### src/design/cdrf_pkg.sv
package cdrf_pkg;

   localparam int NUM_STEPS = 11;

   // result steps of one command, emitted lowest index first
   localparam int STEP_HDR   = 0;
   localparam int STEP_LEN   = 1;
   localparam int STEP_WORD  = 2;
   localparam int STEP_TRL   = 3;
   localparam int STEP_ERR   = 4;
   localparam int STEP_PART  = 5;
   localparam int STEP_PAD   = 6;
   localparam int STEP_CLOSE = 7;
   localparam int STEP_ENDH  = 8;
   localparam int STEP_ENDZ  = 9;
   localparam int STEP_ENDL  = 10;

   localparam logic [15:0] MAX_BYTES     = 16'd32768;
   localparam logic [2:0]  PAYLOAD_WORDS = 3'd7;
   localparam logic [3:0]  END_ZERO_WORDS = 4'd8;

   localparam logic [31:0] TXT_HEAD = 32'h02E3E7E3;
   localparam logic [31:0] END_HEAD = 32'h02C5D5C4;
   localparam logic [63:0] LEN_WORD = 64'h0000003800000000;

   localparam int CMDQ_AW    = 2;
   localparam int CMDQ_DEPTH = 1 << CMDQ_AW;

   typedef struct packed {
      logic [NUM_STEPS-1:0] steps;
      logic [63:0]          word;
      logic [15:0]          offset;
      logic [2:0]           pad_zeros;
   } cmd_type;

   typedef struct packed {
      logic [63:0] card_word;
      logic        card_end;
      logic        deck_end;
      logic        size_error;
   } rsp_type;

endpackage

### src/design/cdrf_front.sv
module cdrf_front (
   input  logic              clock,
   input  logic              reset,
   input  logic              req_push,
   output logic              req_full,
   input  logic [7:0]        req_data_byte,
   input  logic              req_byte_valid,
   input  logic              req_end_of_input,
   input  logic              cmd_full,
   output logic              cmd_push,
   output cdrf_pkg::cmd_type cmd
);
   import cdrf_pkg::*;

   logic [15:0] offset_ff, offset_in;
   logic [55:0] buf_ff, buf_in;
   logic [2:0]  bw_ff, bw_in;
   logic [2:0]  wic_ff, wic_in;
   logic        err_ff, err_in;

   logic        accept;
   logic [63:0] full_word;
   logic [63:0] part_word;
   logic [5:0]  shamt;
   logic [2:0]  wic_pad;

   assign req_full  = cmd_full;
   assign accept    = req_push && !cmd_full;
   assign full_word = {buf_ff, req_data_byte};

   always_comb begin
      offset_in = offset_ff;
      buf_in    = buf_ff;
      bw_in     = bw_ff;
      wic_in    = wic_ff;
      err_in    = err_ff;
      cmd       = '0;
      wic_pad   = '0;
      shamt     = '0;
      part_word = '0;
      if (accept) begin
         if (req_byte_valid && !err_ff) begin
            if (offset_ff >= MAX_BYTES) begin
               err_in = 1'b1;
               cmd.steps[STEP_ERR] = 1'b1;
            end else begin
               if (bw_ff == 3'd0 && wic_ff == 3'd0) begin
                  cmd.steps[STEP_HDR] = 1'b1;
                  cmd.steps[STEP_LEN] = 1'b1;
                  cmd.offset = offset_ff;
               end
               offset_in = offset_ff + 16'd1;
               if (bw_ff == 3'd7) begin
                  cmd.steps[STEP_WORD] = 1'b1;
                  cmd.word = full_word;
                  buf_in = '0;
                  bw_in  = '0;
                  if (wic_ff == PAYLOAD_WORDS - 3'd1) begin
                     cmd.steps[STEP_TRL] = 1'b1;
                     wic_in = '0;
                  end else begin
                     wic_in = wic_ff + 3'd1;
                  end
               end else begin
                  buf_in = full_word[55:0];
                  bw_in  = bw_ff + 3'd1;
               end
            end
         end
         if (req_end_of_input) begin
            if (!err_in) begin
               if (bw_in != 3'd0 || wic_in != 3'd0) begin
                  wic_pad = wic_in;
                  if (bw_in != 3'd0) begin
                     shamt     = {3'(4'd8 - {1'b0, bw_in}), 3'b000};
                     part_word = {8'h00, buf_in} << shamt;
                     cmd.steps[STEP_PART] = 1'b1;
                     cmd.word = part_word;
                     wic_pad  = wic_in + 3'd1;
                  end
                  cmd.pad_zeros = PAYLOAD_WORDS - wic_pad;
                  cmd.steps[STEP_PAD]   = (cmd.pad_zeros != 3'd0);
                  cmd.steps[STEP_CLOSE] = 1'b1;
               end
               cmd.steps[STEP_ENDH] = 1'b1;
               cmd.steps[STEP_ENDZ] = 1'b1;
               cmd.steps[STEP_ENDL] = 1'b1;
            end
            offset_in = '0;
            buf_in    = '0;
            bw_in     = '0;
            wic_in    = '0;
            err_in    = 1'b0;
         end
      end
   end

   assign cmd_push = accept && (cmd.steps != '0);

   always_ff @(posedge clock) begin
      if (reset) begin
         offset_ff <= '0;
         buf_ff    <= '0;
         bw_ff     <= '0;
         wic_ff    <= '0;
         err_ff    <= 1'b0;
      end else begin
         offset_ff <= offset_in;
         buf_ff    <= buf_in;
         bw_ff     <= bw_in;
         wic_ff    <= wic_in;
         err_ff    <= err_in;
      end
   end

endmodule

### src/design/cdrf_cmdq.sv
module cdrf_cmdq (
   input  logic              clock,
   input  logic              reset,
   input  logic              push,
   input  cdrf_pkg::cmd_type push_cmd,
   output logic              full,
   input  logic              pop,
   output cdrf_pkg::cmd_type pop_cmd,
   output logic              empty
);
   import cdrf_pkg::*;

   cmd_type              q_ff [CMDQ_DEPTH];
   logic [CMDQ_AW-1:0]   wr_ptr_ff, wr_ptr_in;
   logic [CMDQ_AW-1:0]   rd_ptr_ff, rd_ptr_in;
   logic [CMDQ_AW:0]     cnt_ff, cnt_in;
   logic                 do_push, do_pop;

   assign full    = (cnt_ff == (CMDQ_AW+1)'(CMDQ_DEPTH));
   assign empty   = (cnt_ff == '0);
   assign do_push = push && !full;
   assign do_pop  = pop && !empty;
   assign pop_cmd = q_ff[rd_ptr_ff];

   always_comb begin
      wr_ptr_in = do_push ? wr_ptr_ff + 1'b1 : wr_ptr_ff;
      rd_ptr_in = do_pop  ? rd_ptr_ff + 1'b1 : rd_ptr_ff;
      cnt_in    = cnt_ff;
      if (do_push && !do_pop) begin
         cnt_in = cnt_ff + 1'b1;
      end else if (do_pop && !do_push) begin
         cnt_in = cnt_ff - 1'b1;
      end
   end

   always_ff @(posedge clock) begin
      if (do_push) begin
         q_ff[wr_ptr_ff] <= push_cmd;
      end
   end

   always_ff @(posedge clock) begin
      if (reset) begin
         wr_ptr_ff <= '0;
         rd_ptr_ff <= '0;
         cnt_ff    <= '0;
      end else begin
         wr_ptr_ff <= wr_ptr_in;
         rd_ptr_ff <= rd_ptr_in;
         cnt_ff    <= cnt_in;
      end
   end

endmodule

### src/design/cdrf_back.sv
module cdrf_back (
   input  logic              clock,
   input  logic              reset,
   input  logic [23:0]       start_addr,
   input  logic              cmd_empty,
   input  cdrf_pkg::cmd_type cmd,
   output logic              cmd_pop,
   output logic              rsp_empty,
   input  logic              rsp_pop,
   output logic [63:0]       rsp_card_word,
   output logic              rsp_card_end,
   output logic              rsp_deck_end,
   output logic              rsp_size_error
);
   import cdrf_pkg::*;

   logic [NUM_STEPS-1:0] en_ff, en_in;
   logic [63:0]          word_ff, word_in;
   logic [15:0]          offset_ff, offset_in;
   logic [2:0]           pad_left_ff, pad_left_in;
   logic [3:0]           endz_left_ff, endz_left_in;

   logic [NUM_STEPS-1:0] cur;
   logic [NUM_STEPS-1:0] en_after;
   logic                 emit;
   logic                 keep;
   rsp_type              res;

   // two-entry result queue
   rsp_type              out_q_ff [2];
   logic                 out_wr_ff, out_rd_ff;
   logic [1:0]           out_cnt_ff, out_cnt_in;
   logic                 out_pop;

   assign cur  = en_ff & (~en_ff + 1'b1);
   assign emit = (en_ff != '0) && (out_cnt_ff != 2'd2);

   always_comb begin
      keep = 1'b0;
      if (cur[STEP_PAD] && pad_left_ff > 3'd1) begin
         keep = 1'b1;
      end
      if (cur[STEP_ENDZ] && endz_left_ff > 4'd1) begin
         keep = 1'b1;
      end
      en_after = en_ff;
      if (emit && !keep) begin
         en_after = en_ff & ~cur;
      end
   end

   assign cmd_pop = (en_after == '0) && !cmd_empty;

   always_comb begin
      en_in        = en_after;
      word_in      = word_ff;
      offset_in    = offset_ff;
      pad_left_in  = pad_left_ff;
      endz_left_in = endz_left_ff;
      if (emit && cur[STEP_PAD]) begin
         pad_left_in = pad_left_ff - 3'd1;
      end
      if (emit && cur[STEP_ENDZ]) begin
         endz_left_in = endz_left_ff - 4'd1;
      end
      if (cmd_pop) begin
         en_in        = cmd.steps;
         word_in      = cmd.word;
         offset_in    = cmd.offset;
         pad_left_in  = cmd.pad_zeros;
         endz_left_in = END_ZERO_WORDS;
      end
   end

   always_comb begin
      res = '0;
      unique case (1'b1)
         cur[STEP_HDR]:   res.card_word = {TXT_HEAD, 16'h0000, offset_ff};
         cur[STEP_LEN]:   res.card_word = LEN_WORD;
         cur[STEP_WORD]:  res.card_word = word_ff;
         cur[STEP_TRL]:   res.card_end = 1'b1;
         cur[STEP_ERR]: begin
            res.deck_end   = 1'b1;
            res.size_error = 1'b1;
         end
         cur[STEP_PART]:  res.card_word = word_ff;
         cur[STEP_PAD]:   res.card_word = '0;
         cur[STEP_CLOSE]: res.card_end = 1'b1;
         cur[STEP_ENDH]:  res.card_word = {END_HEAD, 8'h00, start_addr};
         cur[STEP_ENDZ]:  res.card_word = '0;
         cur[STEP_ENDL]: begin
            res.card_end = 1'b1;
            res.deck_end = 1'b1;
         end
         default:         res = '0;
      endcase
   end

   assign rsp_empty      = (out_cnt_ff == 2'd0);
   assign out_pop        = rsp_pop && !rsp_empty;
   assign rsp_card_word  = out_q_ff[out_rd_ff].card_word;
   assign rsp_card_end   = out_q_ff[out_rd_ff].card_end;
   assign rsp_deck_end   = out_q_ff[out_rd_ff].deck_end;
   assign rsp_size_error = out_q_ff[out_rd_ff].size_error;

   always_comb begin
      out_cnt_in = out_cnt_ff;
      if (emit && !out_pop) begin
         out_cnt_in = out_cnt_ff + 2'd1;
      end else if (out_pop && !emit) begin
         out_cnt_in = out_cnt_ff - 2'd1;
      end
   end

   always_ff @(posedge clock) begin
      word_ff      <= word_in;
      offset_ff    <= offset_in;
      pad_left_ff  <= pad_left_in;
      endz_left_ff <= endz_left_in;
      if (emit) begin
         out_q_ff[out_wr_ff] <= res;
      end
   end

   always_ff @(posedge clock) begin
      if (reset) begin
         en_ff      <= '0;
         out_wr_ff  <= 1'b0;
         out_rd_ff  <= 1'b0;
         out_cnt_ff <= '0;
      end else begin
         en_ff      <= en_in;
         out_wr_ff  <= emit ? ~out_wr_ff : out_wr_ff;
         out_rd_ff  <= out_pop ? ~out_rd_ff : out_rd_ff;
         out_cnt_ff <= out_cnt_in;
      end
   end

   a_one_step: assert property (@(posedge clock) disable iff (reset)
      emit |-> $onehot(cur))
      else $error("more than one step selected");

   a_err_result: assert property (@(posedge clock) disable iff (reset)
      (emit && res.size_error) |-> (res.card_word == '0 && res.deck_end && !res.card_end))
      else $error("malformed size error result");

   a_deck_close: assert property (@(posedge clock) disable iff (reset)
      (emit && res.deck_end && !res.size_error) |-> (res.card_end && en_after == '0))
      else $error("deck end not on last word of command");

endmodule

### src/design/card_deck_record_framer.sv
// Frames a byte stream into 80-byte object-deck cards, each delivered as ten
// 64-bit big-endian words (TXT cards with a 24-bit load offset and 56 payload
// bytes, then a closing END card carrying the start address). One item is
// accepted per clock while the four-entry command queue between the byte packer
// and the card sequencer has room; items that produce no result leave nothing in
// the queue. The sequencer delivers one result word per clock while its two-entry
// result queue has room, so sustained input rate is set by result volume: a byte
// item yields 0 to 2 words, an end item up to 20. Card headers, full words and
// padding are buffered as commands, so a stalled result side holds the input
// only once the queue fills. Write the start address only while the block is idle.
module card_deck_record_framer (
   input  logic        clock,
   input  logic        reset,
   input  logic        req_push,
   output logic        req_full,
   input  logic [7:0]  req_data_byte,
   input  logic        req_byte_valid,
   input  logic        req_end_of_input,
   output logic        rsp_empty,
   input  logic        rsp_pop,
   output logic [63:0] rsp_card_word,
   output logic        rsp_card_end,
   output logic        rsp_deck_end,
   output logic        rsp_size_error,
   input  logic        csr_wr_en,
   input  logic [23:0] csr_wr_data
);
   import cdrf_pkg::*;

   logic [23:0] start_addr_ff;
   logic        cmd_push, cmd_full, cmd_pop, cmd_empty;
   cmd_type     push_cmd, pop_cmd;

   always_ff @(posedge clock) begin
      if (reset) begin
         start_addr_ff <= '0;
      end else if (csr_wr_en) begin
         start_addr_ff <= csr_wr_data;
      end
   end

   cdrf_front u_front (
      .clock            (clock),
      .reset            (reset),
      .req_push         (req_push),
      .req_full         (req_full),
      .req_data_byte    (req_data_byte),
      .req_byte_valid   (req_byte_valid),
      .req_end_of_input (req_end_of_input),
      .cmd_full         (cmd_full),
      .cmd_push         (cmd_push),
      .cmd              (push_cmd)
   );

   cdrf_cmdq u_cmdq (
      .clock    (clock),
      .reset    (reset),
      .push     (cmd_push),
      .push_cmd (push_cmd),
      .full     (cmd_full),
      .pop      (cmd_pop),
      .pop_cmd  (pop_cmd),
      .empty    (cmd_empty)
   );

   cdrf_back u_back (
      .clock          (clock),
      .reset          (reset),
      .start_addr     (start_addr_ff),
      .cmd_empty      (cmd_empty),
      .cmd            (pop_cmd),
      .cmd_pop        (cmd_pop),
      .rsp_empty      (rsp_empty),
      .rsp_pop        (rsp_pop),
      .rsp_card_word  (rsp_card_word),
      .rsp_card_end   (rsp_card_end),
      .rsp_deck_end   (rsp_deck_end),
      .rsp_size_error (rsp_size_error)
   );

endmodule

### config.mk
export PLATFORM = sky130hd
export DESIGN_NAME = card_deck_record_framer
export DESIGN_NICKNAME = d
export VERILOG_FILES = /design/src/design/cdrf_pkg.sv /design/src/design/cdrf_front.sv /design/src/design/cdrf_cmdq.sv /design/src/design/cdrf_back.sv /design/src/design/card_deck_record_framer.sv
export SDC_FILE = /design/constraint.sdc
export NUM_CORES = 1
export LEC_CHECK = 0
export BUFFER_PORTS_ARGS = -buffer_cell sky130_fd_sc_hd__buf_2
export CORE_AREA = 2 2 241 243
export DETAILED_ROUTE_END_ITERATION = 8
export DIE_AREA = 0 0 243 245
export PLACE_DENSITY = 0.71
export REMOVE_ABC_BUFFERS = 1
export SETUP_SLACK_MARGIN = 0.02
export SLEW_MARGIN = 20
export SYNTH_ARGS = -nofsm -noshare
export SYNTH_HDL_FRONTEND = slang
export SYNTH_HIERARCHICAL = 1
export SYNTH_SLANG_ARGS = --single-unit
### constraint.sdc
create_clock -name clock -period 8.5 [get_ports clock]
set_input_delay 2.55 -clock clock [delete_from_list [all_inputs] [get_ports clock]]
set_output_delay 2.55 -clock clock [all_outputs]
set_load 0.005 [all_outputs]
Word-level counts from Yosys, hierarchy flattened

Memory sizes are Yosys's and may differ from the RTL's. A register that Yosys moved wholly into a read port is not among the register bits.
Cells that the tools add are included.

Register bits: 212
Latch bits: 0
RAM bits: 510
Bits in read-only memories: 0
Input port bits: 39
Output and inout port bits: 69
Word-level logic and storage cells: 165
Memories kept: 2

$add $sub $neg: 15
Multiply operators: 0
Divide/modulo/power cells: 0
Magnitude comparators: 3
Equality and inequality tests: 5
Shift-type cells: 1
Mux-type cells: 70
Bitwise gates (word level): 6
Reductions and logical operators: 46

Memories:

| name            | depth | width | read ports | clocked after Yosys merged registers in | wr ports | line            | text |
|---|---|---|---|---|---|---|---|
| u_cmdq.q_ff     | 4     | 94    | 1          | 1                                       | 1        | cdrf_cmdq.sv:13 | `cmd_type q_ff [CMDQ_DEPTH];` |
| u_back.out_q_ff | 2     | 67    | 1          | 1                                       | 1        | cdrf_back.sv:30 | `rsp_type out_q_ff [2];` |

Operator list:

| cell                    | number |
|---|---|
| $mux W64                | 5 |
| $mux W56                | 5 |
| $pmux W64 S4            | 1 |
| $mux W94                | 1 |
| $mux W85                | 1 |
| $mux W84                | 1 |
| $mux W3                 | 24 |
| $mux W16                | 4 |
| $shl A56 B6 Y64         | 1 |
| $and A11 B11 Y11        | 2 |
| $mux W11                | 2 |
| $not A11 Y11            | 2 |
| $reduce_bool A11 Y1     | 2 |
| $logic_and A1 B1 Y1     | 18 |
| $mux W1                 | 18 |
| $add A16 B1 Y16 const B | 1 |
| $ge A16 B16 Y1 const B  | 1 |
| $add A3 B1 Y3 const B   | 4 |
| $mux W2                 | 6 |
| $mux W6                 | 2 |
| $add A11 B1 Y11 const B | 1 |
| $logic_not A11 Y1       | 1 |
| $eq A3 B3 Y1 const B    | 3 |
| $logic_not A1 Y1        | 9 |
| 18 further kinds        | 31 |

Longest topological paths before layout

Gate-level depths: netlist of run 1.

Depth in word-level cells: 25
Mapped depth: 18
Depth with buffers taken out: 15

Cells and area by module

Netlist of run 1, hierarchy kept.

Modules (own cells, without submodules):

| module                  | instances | cells an instance | area an instance (µm²) | seq. area each (µm²) |
|---|---|---|---|---|
| cdrf_cmdq               | 1         | 539               | 14086.0                | 11471.0 |
| cdrf_back               | 1         | 559               | 9301.4                 | 6916.6 |
| cdrf_front              | 1         | 964               | 6765.2                 | 1581.5 |
| card_deck_record_framer | 1         | 77                | 869.6                  | 480.5 |

Worst setup path after synthesis of run 1

Ideal clock, no wire load.

Path kind: input-to-reg
Start point: in req_byte_valid
End point: mem u_cmdq/q_ff[0][0] in the netlist's numbering, enable pin
Arrival time: 6.551 ns
Slack: 1.486 ns
Stages: 10
Cell sequence: or3b_1 > buf_2 > buf_6 > nor4_2 > clkbuf_1 > nor2_1 > nor2_1 > inv_1 > nor2_1 > and2_1

RTL lines:

| item               | line                          | text |
|---|---|---|
| start: declaration | card_deck_record_framer.sv:17 | `input logic req_byte_valid,` |
| end: declaration   | cdrf_cmdq.sv:13               |  |

==> flow_summary.json, run 1 <==
{
  "cts_max_level": 3,
  "startpoint": "req_byte_valid",
  "fin_nets": 2265,
  "die_x_um": 243,
  "cts-resized-gates": 0,
  "max-slew-margin-rel_pct": 21.06,
  "core_area_um2": 57030,
  "postLayoutCoreUtil_pct": 60.66,
  "grt_first_pass_wirelength_mm": 115.8,
  "clk_latency_ns": 0.62,
  "worst_setup_path_start_kind": "input port",
  "fin_tns_setup_ns": 0,
  "cts.root.buffer_cell": "clkbuf_16",
  "rrSetupSlack_ns": 3.02,
  "viasPerCell": 6.237,
  "setup-violations-final": 0,
  "dr.pass1.iters": 7,
  "fmax_mhz": 147.6,
  "ys_async_sr_fraction_pct": 0,
  "reg2regPathDepth": 11,
  "initial_core_util_pct": 54.39,
  "synth_area_um2": 31020,
  "groute.usage.overall_pct": 25.74,
  "p_per_area_nw_per_um2": 340.5,
  "seq_area_um2": 20460,
  "grt_pass1_vias": 18840,
  "drtIter0Drc": 1881,
  "peakVddDrop_mv": 0.4357,
  "wl_mm": 76.31,
  "overflow": 0,
  "antenna_found_initial": 2,
  "wl_per_cell_um": 25.16,
  "multi_input_area_um2": 9615,
  "yosysWarnings": 6,
  "dr_total_vias": 18916,
  "cts_made_buffers": 75,
  "outcome": "complete, no violations",
  "fin_crit_sh_pct": 79.73,
  "setup_slack_ns": 1.723,
  "die-area_um2": 59540,
  "gp_congestion": 0.9452,
  "period_minus_slack_ns": 6.777,
  "preCtsSetupSlack_ns": 1.274,
  "synth_cell_types": 90,
  "fillCellCount": 4325,
  "crit_required_ns": 8.80,
  "avgSynthCellArea_um2": 14.50,
  "antenna_left": 0,
  "drc_errors": 0,
  "ys_ff_latch": 725,
  "area_delta_synth_final_pct": 11.53,
  "drive_gt1_share_pct": 20.78,
  "portBuffers": 107,
  "ys_seq_area_share_pct": 65.92,
  "final_hold_viol_count": 0,
  "synth_edf_count": 593,
  "die_height_um": 245,
  "min_path_type": "reg -> reg",
  "clk_transition_reported_paths_ns": 0.06,
  "regToRegStartpoint": "u_front/bw_ff[0]",
  "num_rows": 88,
  "cts.sink_count": 725,
  "cp-endpoint": "u_cmdq/q_ff[0][66]",
  "synth_cells": 2139,
  "cp_max_fo": 20,
  "arrival_ns": 7.08,
  "ys.flop_type": "edfxtp_1",
  "grt_max_degree": 68,
  "holdBufCountCts": 0,
  "cts_tree": "done",
  "cap_violations": 0,
  "fin_skew_ns": 0.02029,
  "dp_hpwl_mm": 47.91,
  "path_class": "in -> reg",
  "max-clock-path-buffers": 3,
  "p_total_mw": 11.78,
  "fin_cells": 3033,
  "slew_violations": 0,
  "timing.hold.ws_ns": 0.5002,
  "end_kind": "flip-flop",
  "tightestPinTransition_ns": 1.183,
  "io_pins": 108,
  "rsz0062_at_grt": "no",
  "leakagePower_nw": 11.91,
  "dpl_cell_area_um2": 32090,
  "cts_setup_buffers": 0,
  "dp.cells": 2894,
  "r2r_end": "u_cmdq/q_ff[3][79]",
  "fin_area_um2": 34600
}
-- worst min-delay path by stage --
stage,startpoint,to,slack [ns],cells past startpoint
CTS,start_addr_ff[7],start_addr_ff[7],0.50,2
global route,u_back/out_rd_ff,u_back/out_rd_ff,0.53,2
detailed placement,start_addr_ff[13],start_addr_ff[13],0.49,2
global placement,start_addr_ff[22],start_addr_ff[22],0.47,2
finish,start_addr_ff[19],start_addr_ff[19],0.50,2
floorplan,start_addr_ff[16],start_addr_ff[16],0.46,2
-- where the power goes --
group / switching (mW) / internal, mW / leakage (nW)
Clock: 1.33 / 1.94 / 1.22
Sequential: 0.320 / 5.09 / 6.71
Combinational: 2.02 / 1.09 / 3.99
Total: 3.66 / 8.11 / 11.9
-- final cells by class --
class | instances | share of cell area, %
Clock inverter | 31 | 0.9511
Timing Repair Buffer | 147 | 2.640
Antenna cell | 1 | 0.007233
Multi-Input combinational cell | 1215 | 27.79
Sequential cell | 725 | 59.14
Clock buffer | 106 | 6.235
Inverter | 43 | 0.4665
Tap cell | 765 | 2.767
-- cells in the mapped netlist (19+ instances only) --
cell type,number,area share [%]
a22o_1,19,0.54
mux2i_1,54,1.7
clkbuf_1,85,1.0
a221oi_1,21,0.59
a211oi_1,24,0.58
dfxtp_1,132,8.5
edfxtp_1,593,57
nor3_1,31,0.50
and2_1,42,0.85
nand2_1,137,1.7
o21ai_0,55,0.89
a21oi_1,93,1.5
mux2_2,75,2.7
a31oi_1,19,0.38
nand3_1,19,0.31
inv_1,42,0.51
nor2_1,195,2.4
a22oi_1,88,2.1
mux4_2,96,7.0
buf_2,34,0.55
-- cell families after synthesis --
kind of cell	share of synthesized area, %
flops	65.92
mux	11.48
buf+inv	3.344
xor+xnor	0.7341
compound gates	9.829
fa+ha+maj	0.7905
other cells	0.01209
simple gates	7.889
-- cells in the final DEF (no fill, tap or decap), drive strengths merged, types with 54 or more instances in the layout --
master,instances
clkbuf,106
mux2i,54
mux4,96
dfxtp,132
nor2,197
nand2,138
mux2,76
a22oi,88
a21oi,93
buf,147
o21ai,57
edfxtp,593
-- registers in the layout, indices dropped and copies added, names as in the netlist, 2 cells and up, named ones only --
| name | count |
|---|---|
| u_front/wic_ff | 3 |
| u_cmdq/q_ff | 376 |
| u_front/bw_ff | 3 |
| start_addr_ff | 24 |
| u_cmdq/wr_ptr_ff | 2 |
| u_cmdq/rd_ptr_ff | 2 |
| u_back/out_cnt_ff | 2 |
| u_front/buf_ff | 56 |
| u_back/offset_ff | 16 |
| u_back/en_ff | 11 |
| u_cmdq/cnt_ff | 3 |
| u_front/offset_ff | 16 |
| u_back/out_q_ff | 134 |
| u_back/pad_left_ff | 3 |
| u_back/word_ff | 64 |
| u_back/endz_left_ff | 4 |
-- layer usage --
layer | track usage (%) | vias up | routed length [um]
met2 | 41.77 | 743 | 36860
met3 | 4.308 | 129 | 5121
met1 | 35.78 | 9622 | 32330
met5 | 0 | - | 9
li1 | - | 8420 | -
met4 | 8.372 | 2 | 1990
-- worst max-delay path, cell delays in order --
cell and delay [ns]:
buf_2 0.17, nor3b_4 0.17, nor2_1 0.83, nor2_1 0.34
ha_1 0.31, ha_1 0.44, nor2b_1 0.38, nand3b_1 0.19
nor2_1 0.85, a21oi_1 0.16, a221oi_1 0.68
No activity file was read; power rests on OpenSTA's default activity.
==> run 2: changes to the inputs <==
--- a/config.mk
+++ b/config.mk
@@ -9,7 +9,7 @@
 export CORE_AREA = 2 2 241 243
 export DETAILED_ROUTE_END_ITERATION = 8
 export DIE_AREA = 0 0 243 245
-export PLACE_DENSITY = 0.71
+export PLACE_DENSITY = 0.74
 export REMOVE_ABC_BUFFERS = 1
 export SETUP_SLACK_MARGIN = 0.02
 export SLEW_MARGIN = 20
==> constraint.sdc (replaced) <==
create_clock -name clock -period 6 [get_ports clock]
set_input_delay 1.8 -clock clock [delete_from_list [all_inputs] [get_ports clock]]
set_output_delay 1.8 -clock clock [all_outputs]
set_load 0.005 [all_outputs]
==> run 2 against run 1 <==
Register-to-register slack got worse by 1.2 ns. Flip-flop and latch count unchanged. Non-clock buffer count increased by 49. Critical path type unchanged. Sequential share of layout area shrank 0.46 points. Critical path depth stayed put. Critical endpoint is now u_cmdq/q_ff[3][72].
==> flow_summary.json, run 2 (same netlist as run 1, synthesis figures left out) <==
{
  "fin_skew_ns": 0.03873,
  "dr_total_vias": 19142,
  "worst_setup_path_start_kind": "input port",
  "cap_violations": 0,
  "groute.usage.overall_pct": 25.76,
  "max_flop_register": "u_cmdq/q_ff",
  "p_per_area_nw_per_um2": 471.5,
  "grt_pass1_vias": 19128,
  "dp_hpwl_mm": 49.35,
  "fmax_mhz": 207.5,
  "setup_slack_ns": 1.181,
  "p_total_mw": 16.44,
  "fin_area_um2": 34870,
  "cts_tree": "done",
  "whs_endpoint": "start_addr_ff[21]",
  "cts_setup_buffers": 0,
  "postLayoutCoreUtil_pct": 61.14,
  "drive_gt1_share_pct": 22.18,
  "cts_made_buffers": 74,
  "layout_commonest_cell": "edfxtp_1",
  "wl_met1_mm": 31.76,
  "grt_first_pass_wirelength_mm": 116.7,
  "hp-start": "start_addr_ff[21]",
  "peakVddDrop_mv": 0.4562,
  "wl_per_cell_um": 24.75,
  "core_area_um2": 57030,
  "cts-resized-gates": 0,
  "dpl_cell_area_um2": 32530,
  "die_height_um": 245,
  "clk_latency_ns": 0.61,
  "leakagePower_nw": 12.09,
  "fin_cells": 3080,
  "cp_max_fo": 13,
  "dr.pass1.iters": 5,
  "final_cell_mix": "edfxtp_1, nor2_1, nand2_1, dfxtp_1, buf_2",
  "slowest_delay_ns": 0.55,
  "max-slew-margin-rel_pct": 27.75,
  "fin_nets": 2313,
  "gp_congestion": 0.9652,
  "cts_max_level": 3,
  "outcome": "complete, no violations",
  "timing.hold.ws_ns": 0.5004,
  "setup-violations-final": 0,
  "dp.cells": 2943,
  "met3_length_mm": 5.279,
  "preCtsSetupSlack_ns": 0.6535,
  "tightestPinTransition_ns": 1.084,
  "fin_crit_sh_pct": 80.32,
  "holdBufCountCts": 0,
  "cp_slowest_cell": "a2111o_1",
  "max-clock-path-buffers": 3,
  "antenna_left": 0,
  "largestRegisters": "u_cmdq/q_ff x376, u_back/out_q_ff x134, u_back/word_ff x64",
  "final_hold_viol_count": 0,
  "r2r_end": "u_back/word_ff[57]",
  "fin_tns_setup_ns": 0,
  "whs_path_depth": 2,
  "area_delta_synth_final_pct": 12.41,
  "drtIter0Drc": 1971,
  "path_class": "in -> reg",
  "rrSetupSlack_ns": 1.85,
  "cts.root.buffer_cell": "clkbuf_16",
  "initial_core_util_pct": 54.39,
  "slew_violations": 0,
  "cts.sink_count": 725,
  "die-area_um2": 59540,
  "die_x_um": 243,
  "portBuffers": 107,
  "overflow": 0,
  "rsz0062_at_grt": "no",
  "crit_required_ns": 6.31,
  "largest_reg_flops": 376,
  "reg2regPathDepth": 9,
  "regToRegStartpoint": "u_back/en_ff[0]",
  "grt_max_degree": 68,
  "wl_mm": 76.24,
  "min_path_type": "reg -> reg",
  "period_minus_slack_ns": 4.819,
  "end_kind": "flip-flop",
  "arrival_ns": 5.13,
  "num_rows": 88,
  "io_pins": 108,
  "drc_errors": 0,
  "clk_transition_reported_paths_ns": 0.06,
  "viasPerCell": 6.215,
  "crit_top_cell": "ha_1",
  "route.met2.wl_mm": 37.18,
  "antenna_found_initial": 2,
  "path_cells": "buf_2 > or3b_2 > nor3_1 > nor2_1 > ha_1 > ha_1 > a2111o_1 > nor3_2 > a21o_1 > a21oi_1 > a211oi_1",
  "highest_layer": "met4"
}
-- run 2: worst max path at each step --
stage,from,to,slack [ns],depth (start not counted)
6_report,req_byte_valid,u_cmdq/q_ff[3][72],1.18,11
2_1_floorplan,req_push,u_cmdq/q_ff[0][0],-1.18,7
4_1_cts,req_byte_valid,u_cmdq/q_ff[1][72],1.24,11
3_5_place_dp,req_byte_valid,u_cmdq/q_ff[1][72],0.65,11
3_3_place_gp,req_byte_valid,u_cmdq/q_ff[0][49],0.69,10
5_1_grt,req_byte_valid,u_cmdq/q_ff[1][72],0.95,11
-- run 2: worst max-delay path, delay by kind of cell --
kind	cells	cell delay, ns
AOI/OAI and AO/OA	4	1.53
adders and majority gates	2	0.56
buffers and inverters	1	0.21
and+or+nand+nor	4	1.03
-- run 2: cell type report --
cell class,instances,area (um2)
Clock buffer,108,2112
Antenna cell,2,5.005
Sequential cell,725,20460
Clock inverter,26,205.2
Fill cell,4288,22160
Tap cell,765,957.2
Multi-Input combinational cell,1215,9613
Inverter,43,161.4
Timing Repair Buffer,196,1356
-- run 2: power by group --
part / internal [mW] / switching, mW / total [mW]
combinational: 1.60 / 2.84 / 4.44
clock: 2.53 / 1.82 / 4.35
sequential: 7.20 / 0.445 / 7.65
-- run 2: metal layers --
metal / vias to the layer above / track usage, %
met5: - / 0
met3: 148 / 3.903
met1: 9665 / 35.28
met4: 0 / 8.553
met2: 806 / 42.60
li1: 8523 / -
